**config.mk**
```make
export PLATFORM = sky130hd
export DESIGN_NAME = sgmt_cell
export DESIGN_NICKNAME = d
export VERILOG_FILES = /design/src/hdl/sgmt_pkg.sv /design/src/hdl/sgmt_cell.sv
export SDC_FILE = /design/constraint.sdc
export NUM_CORES = 1
export LEC_CHECK = 0
export ABC_AREA = 1
export BUFFER_PORTS_ARGS = -buffer_cell sky130_fd_sc_hd__buf_4
export CAP_MARGIN = 20
export CORE_AREA = 2 2 317 319
export CTS_CLUSTER_DIAMETER = 60
export CTS_CLUSTER_SIZE = 16
export DETAILED_ROUTE_END_ITERATION = 7
export DIE_AREA = 0 0 319 321
export GPL_ROUTABILITY_DRIVEN = 0
export GPL_TIMING_DRIVEN = 0
export PLACE_DENSITY_LB_ADDON = 0.3
export REMOVE_ABC_BUFFERS = 1
export SETUP_SLACK_MARGIN = 0.05
export SYNTH_ARGS = -nofsm -noshare
export SYNTH_HDL_FRONTEND = slang
export SYNTH_SLANG_ARGS = --single-unit
```
**constraint.sdc**
```tcl
create_clock -name i_clk -period 8.2 [get_ports i_clk]
set_input_delay 0.41 -clock i_clk [delete_from_list [all_inputs] [get_ports i_clk]]
set_output_delay 0.41 -clock i_clk [all_outputs]
set_load 0.02 [all_outputs]
```
**src/hdl/sgmt_pkg.sv**
```systemverilog
// Shared types and constants of the sorted group membership table.
// Used by every module of the block but the RAM; depends on nothing.
`default_nettype none

package sgmt_pkg;

    localparam int unsigned MAX_GROUPS_DEF  = 64;
    localparam int unsigned MAX_MEMBERS_DEF = 16;
    localparam logic [6:0]  LIMIT_RESET     = 7'd64;

    localparam logic [2:0] FN_REGISTER = 3'd0;
    localparam logic [2:0] FN_ADD      = 3'd1;
    localparam logic [2:0] FN_REMOVE   = 3'd2;
    localparam logic [2:0] FN_HAS      = 3'd3;
    localparam logic [2:0] FN_FIND     = 3'd4;

    localparam logic [2:0] ADDR_LIMIT = 3'd0;

    typedef enum logic [2:0] {
        STAT_OK         = 3'd0,
        STAT_TABLE_FULL = 3'd1,
        STAT_DUPLICATE  = 3'd2,
        STAT_NOT_FOUND  = 3'd3,
        STAT_GROUP_FULL = 3'd4,
        STAT_ABSENT     = 3'd5
    } t_status;

    typedef enum logic [3:0] {
        S_IDLE, S_GSCAN, S_DECIDE, S_MRD, S_MCMP, S_MOP,
        S_UP, S_UPWR, S_DN, S_DNWR, S_DONE
    } t_state;

    // Commands broadcast to every cell of the group chain.
    typedef struct packed {
        logic rotate;
        logic ins;
        logic upd;
    } t_cell_ctrl;

endpackage

`default_nettype wire

```
**src/hdl/sgmt_cell.sv**
```systemverilog
// One cell of the sorted group chain: a group's id, references, row and count.
// Depends on sgmt_pkg for the chain command struct.
`default_nettype none

module sgmt_cell #(
    parameter int unsigned SW = 6,
    parameter int unsigned CW = 5
) (
    input  wire logic                  i_clk,
    input  wire logic                  i_rst_n,
    input  wire sgmt_pkg::t_cell_ctrl  i_ctrl,
    input  wire logic [63:0]           i_gid,
    input  wire logic [63:0]           i_new_res,
    input  wire logic [63:0]           i_new_pool,
    input  wire logic [SW-1:0]         i_new_slot,
    input  wire logic [CW-1:0]         i_new_cnt,
    input  wire logic                  i_prev_lt,
    input  wire logic                  i_prev_valid,
    input  wire logic [63:0]           i_prev_id,
    input  wire logic [63:0]           i_prev_res,
    input  wire logic [63:0]           i_prev_pool,
    input  wire logic [SW-1:0]         i_prev_slot,
    input  wire logic [CW-1:0]         i_prev_cnt,
    input  wire logic                  i_next_valid,
    input  wire logic [63:0]           i_next_id,
    input  wire logic [63:0]           i_next_res,
    input  wire logic [63:0]           i_next_pool,
    input  wire logic [SW-1:0]         i_next_slot,
    input  wire logic [CW-1:0]         i_next_cnt,
    output logic                       o_lt,
    output logic                       o_valid,
    output logic [63:0]                o_id,
    output logic [63:0]                o_res,
    output logic [63:0]                o_pool,
    output logic [SW-1:0]              o_slot,
    output logic [CW-1:0]              o_cnt
);

    logic          r_valid;
    logic [63:0]   r_id;
    logic [63:0]   r_res;
    logic [63:0]   r_pool;
    logic [SW-1:0] r_slot;
    logic [CW-1:0] r_cnt;
    logic          w_match;
    logic          w_take_new;
    logic          w_take_prev;

    assign o_lt        = r_valid && (r_id < i_gid);
    assign w_match     = r_valid && (r_id == i_gid);
    assign w_take_new  = i_ctrl.ins && !o_lt && i_prev_lt;
    assign w_take_prev = i_ctrl.ins && !o_lt && !i_prev_lt;

    always_ff @(posedge i_clk) begin
        if (!i_rst_n) begin
            r_valid <= 1'b0;
        end else if (i_ctrl.rotate) begin
            r_valid <= i_next_valid;
        end else if (w_take_new) begin
            r_valid <= 1'b1;
        end else if (w_take_prev) begin
            r_valid <= i_prev_valid;
        end
    end

    always_ff @(posedge i_clk) begin
        if (i_ctrl.rotate) begin
            r_id   <= i_next_id;
            r_res  <= i_next_res;
            r_pool <= i_next_pool;
            r_slot <= i_next_slot;
            r_cnt  <= i_next_cnt;
        end else if (w_take_new) begin
            r_id   <= i_gid;
            r_res  <= i_new_res;
            r_pool <= i_new_pool;
            r_slot <= i_new_slot;
            r_cnt  <= '0;
        end else if (w_take_prev) begin
            r_id   <= i_prev_id;
            r_res  <= i_prev_res;
            r_pool <= i_prev_pool;
            r_slot <= i_prev_slot;
            r_cnt  <= i_prev_cnt;
        end else if (i_ctrl.upd && w_match) begin
            r_cnt <= i_new_cnt;
        end
    end

    assign o_valid = r_valid;
    assign o_id    = r_id;
    assign o_res   = r_res;
    assign o_pool  = r_pool;
    assign o_slot  = r_slot;
    assign o_cnt   = r_cnt;

endmodule

`default_nettype wire

```
==> metrics <==
setup violators final 0; H-tree depth 2; Worst-Margin Slew 973 ps; CTS tree done; layout cell share with drive strength beyond 1 32.5%; sequential area share after synthesis 42.5%; final max-slew violation count 0; die outline area 102000 sq um; FP Rows about 120; DR WL/cell 18.1 microns; Hold Worst Slack 103 ps; cell area after layout 23200 sq um; status finished, final reports clean; WL final 73300 microns; CP Class register to register; sequential power share 32.4%; Switch Pwr 1.33 mW; clock buffer depth 3; CTS Buf Count 38; DP Area 21900 sq um; Post-CTS Repair Setup Buffers 0; nets 3409; Max Fclk 194 MHz; Worst Setup Start Kind register; Slew headroom 35.1%; initial drt markers 876; grt ovf 0; fin crit share 62.9%; crit-path max cell delay 620 ps; drt pass-1 iters 5; largest net degree at the start of global routing 120; Die Y 321 microns; part of the power in combinational logic 27.2%; Power Internal 2.81 mW; Reg2Reg Setup Slack 3040 ps; Skew-Pair Late Insertion Delay roughly 580 ps; Max VDD drop 123 uV; hold depth 3; RSZ-0062 raised after global routing false; Mapped Avg Cell Area 7.23 sq um; Root Buffer clkbuf_16; Worst path slowest cell nand3_4; final hold vios 0; delay-heaviest family, CP simple AND/OR/NAND/NOR gates; Crit path buffers/inverters 4; mapped cell area 14400 sq um; DRC 0; minimum clock period approximately 5200 ps; Final ANT Viol Nets 0; die width 319 microns; r2r worst-path depth 16; vias post-DR about 16000; Starting Density between 10 and 15%; CTS sink cnt 204; HPWL Detailed roughly 53000 microns; switching fraction of total power about 32%; io pins 822; critical path capture point type register; HP Class primary input to register; antenna violations before repair 7; Max Cap Viol 0; post-CTS resize count 0; Global Route Usage Sum 13.7%; skew final 25.7 ps; clock-pin slew on the worst setup and hold paths 70 ps; LEAKAGE between 10 and 15 nW; CP Max Fanout between 100 and 150; final core area utilization 23.3%; WP depth 16; number of buffers added on ports 821; Core Box Area 99300 sq um; area growth from synthesis to layout 61.0%; vias in the first global route 15900; Syn Inst Count 1991; first-pass GRT wire length 105000 microns; Clock power frac about two fifths; worst path cell trace ha_1 > nand2_1 > inv_1 > nand3_1 > nor2_1 > nand3b_1 > nor2_2 > nand2_1 > nand2_8 > buf_16 > nand3_4 > buf_16 > buf_16 > nand2_1 > nand3_1 > nand2_1; Post-CTS Hold Buffers 0; Yosys warning count 0; Synth Register Bits 204; PD cells 179 nW/um^2; Worst Path Required 8610 ps; CP dominant cell by count nand2_1; Worst Path Arrival 5570 ps; Yosys cell types 24; DR vias/cell 3.96
-- worst reg2reg max path: stages, from the launching register on --
cell	delay, ps
edfxtp_1	420
ha_1	430
nand2_1	80
inv_1	70
nand3_1	60
nor2_1	390
nand3b_1	180
nor2_2	230
nand2_1	240
nand2_8	570
buf_16	380
nand3_4	720
buf_16	420
buf_16	240
nand2_1	170
nand3_1	210
nand2_1	200
-- path summary, 6_finish.rpt --
kind,start,end
worst min-delay path,i_next_res[20],o_res[20]
worst max-delay path,o_id[42],o_res[44]
worst max register to register,o_id[42],o_res[44]
worst min register to register,o_valid,o_valid
-- logic make-up after synthesis --
group | Yosys count | synth area share [%]
fa+ha+maj | 64 | 5.57
compound gates | 39 | 1.43
simple gates | 1122 | 35.0
flops | 204 | 42.5
buf+inv | 562 | 15.5
-- final cells by class --
type / count / area (sq um)
Sequential cell: 204 / 6120
Antenna cell: 3 / 7.51
Tap cell: 1298 / 1620
Inverter: 428 / 1620
Multi-Input combinational cell: 1225 / 6050
Clock buffer: 42 / 987
Fill cell: 11200 / 76100
Clock inverter: 23 / 290
Timing Repair Buffer: 831 / 6460
-- cell usage in the layout, fill, tap and decap left out, types with 3 or more instances in the layout --
cell | synthesis | routed
a21oi_1 | 27 | 27
buf_16 | 0 | 10
buf_4 | 1 | 818
buf_8 | 0 | 3
bufinv_16 | 0 | 5
clkbuf_1 | 80 | 3
clkbuf_16 | 0 | 39
clkinv_1 | 0 | 3
clkinv_2 | 0 | 3
diode_2 | 0 | 3
edfxtp_1 | 203 | 203
ha_1 | 64 | 64
inv_1 | 428 | 426
inv_6 | 0 | 8
inv_8 | 0 | 3
nand2_1 | 672 | 672
nand3_1 | 212 | 212
nand4_1 | 211 | 211
nor2_1 | 19 | 19
o21a_1 | 3 | 3
o21ai_0 | 7 | 7
-- cell usage after synthesis --
master | number | area (sq um)
o21ai_1 | 1 | 5.00
a21oi_1 | 27 | 135
buf_4 | 1 | 7.51
inv_1 | 428 | 1610
nand3_2 | 1 | 10.0
buf_1 | 17 | 63.8
nand4_1 | 211 | 1320
buf_6 | 12 | 135
o21ai_0 | 7 | 35.0
a21o_1 | 1 | 7.51
nor3_1 | 2 | 10.0
nand2_4 | 1 | 11.3
buf_2 | 24 | 120
nor4_1 | 2 | 12.5
edfxtp_1 | 203 | 6100
ha_1 | 64 | 801
nor2_1 | 19 | 71.3
nand3_1 | 212 | 1060
dfxtp_1 | 1 | 20.0
nand3b_1 | 1 | 7.51
clkbuf_1 | 80 | 300
nand2_1 | 672 | 2520
o21a_1 | 3 | 22.5
nor2_2 | 1 | 6.26
-- sequential cells by signal, indices dropped and copies added, names as in the netlist --
signal and count:
o_id 64, o_pool 64, o_res 64, o_slot 6
o_cnt 5, o_valid 1
-- power groups by stage --
stage                     combinational [mW]  sequential, mW  clock, mW
after floorplan                        0.340            1.51          0
after global placement                  1.15            1.38          0
after detailed placement                1.14            1.37          0
after CTS                               1.15            1.35       1.74
after global routing                    1.23            1.35       1.78
final                                   1.13            1.34       1.67
-- stage by stage --
step	std cells	total power, mW	setup TNS [ps]	worst slack [ps]
floorplan	1857	1.85	0	1030
global placement	3976	2.54	-1524690	-4520
detailed placement	3986	2.51	0	2560
CTS	4051	4.23	0	2650
global route	4053	4.36	0	2550
finish	4054	4.14	0	3040
-- per-layer routing --
layer  part of all wire, %  global-route usage (%)  wire length (microns)
met1                    40                    16.4                  29600
met2                    48                    23.1                  35200
met3                   8.4                    4.29                   6170
met4                   3.2                    4.70                   2370
met5                 0.030                       0                     22
No activity file was read; power rests on OpenSTA's default activity.
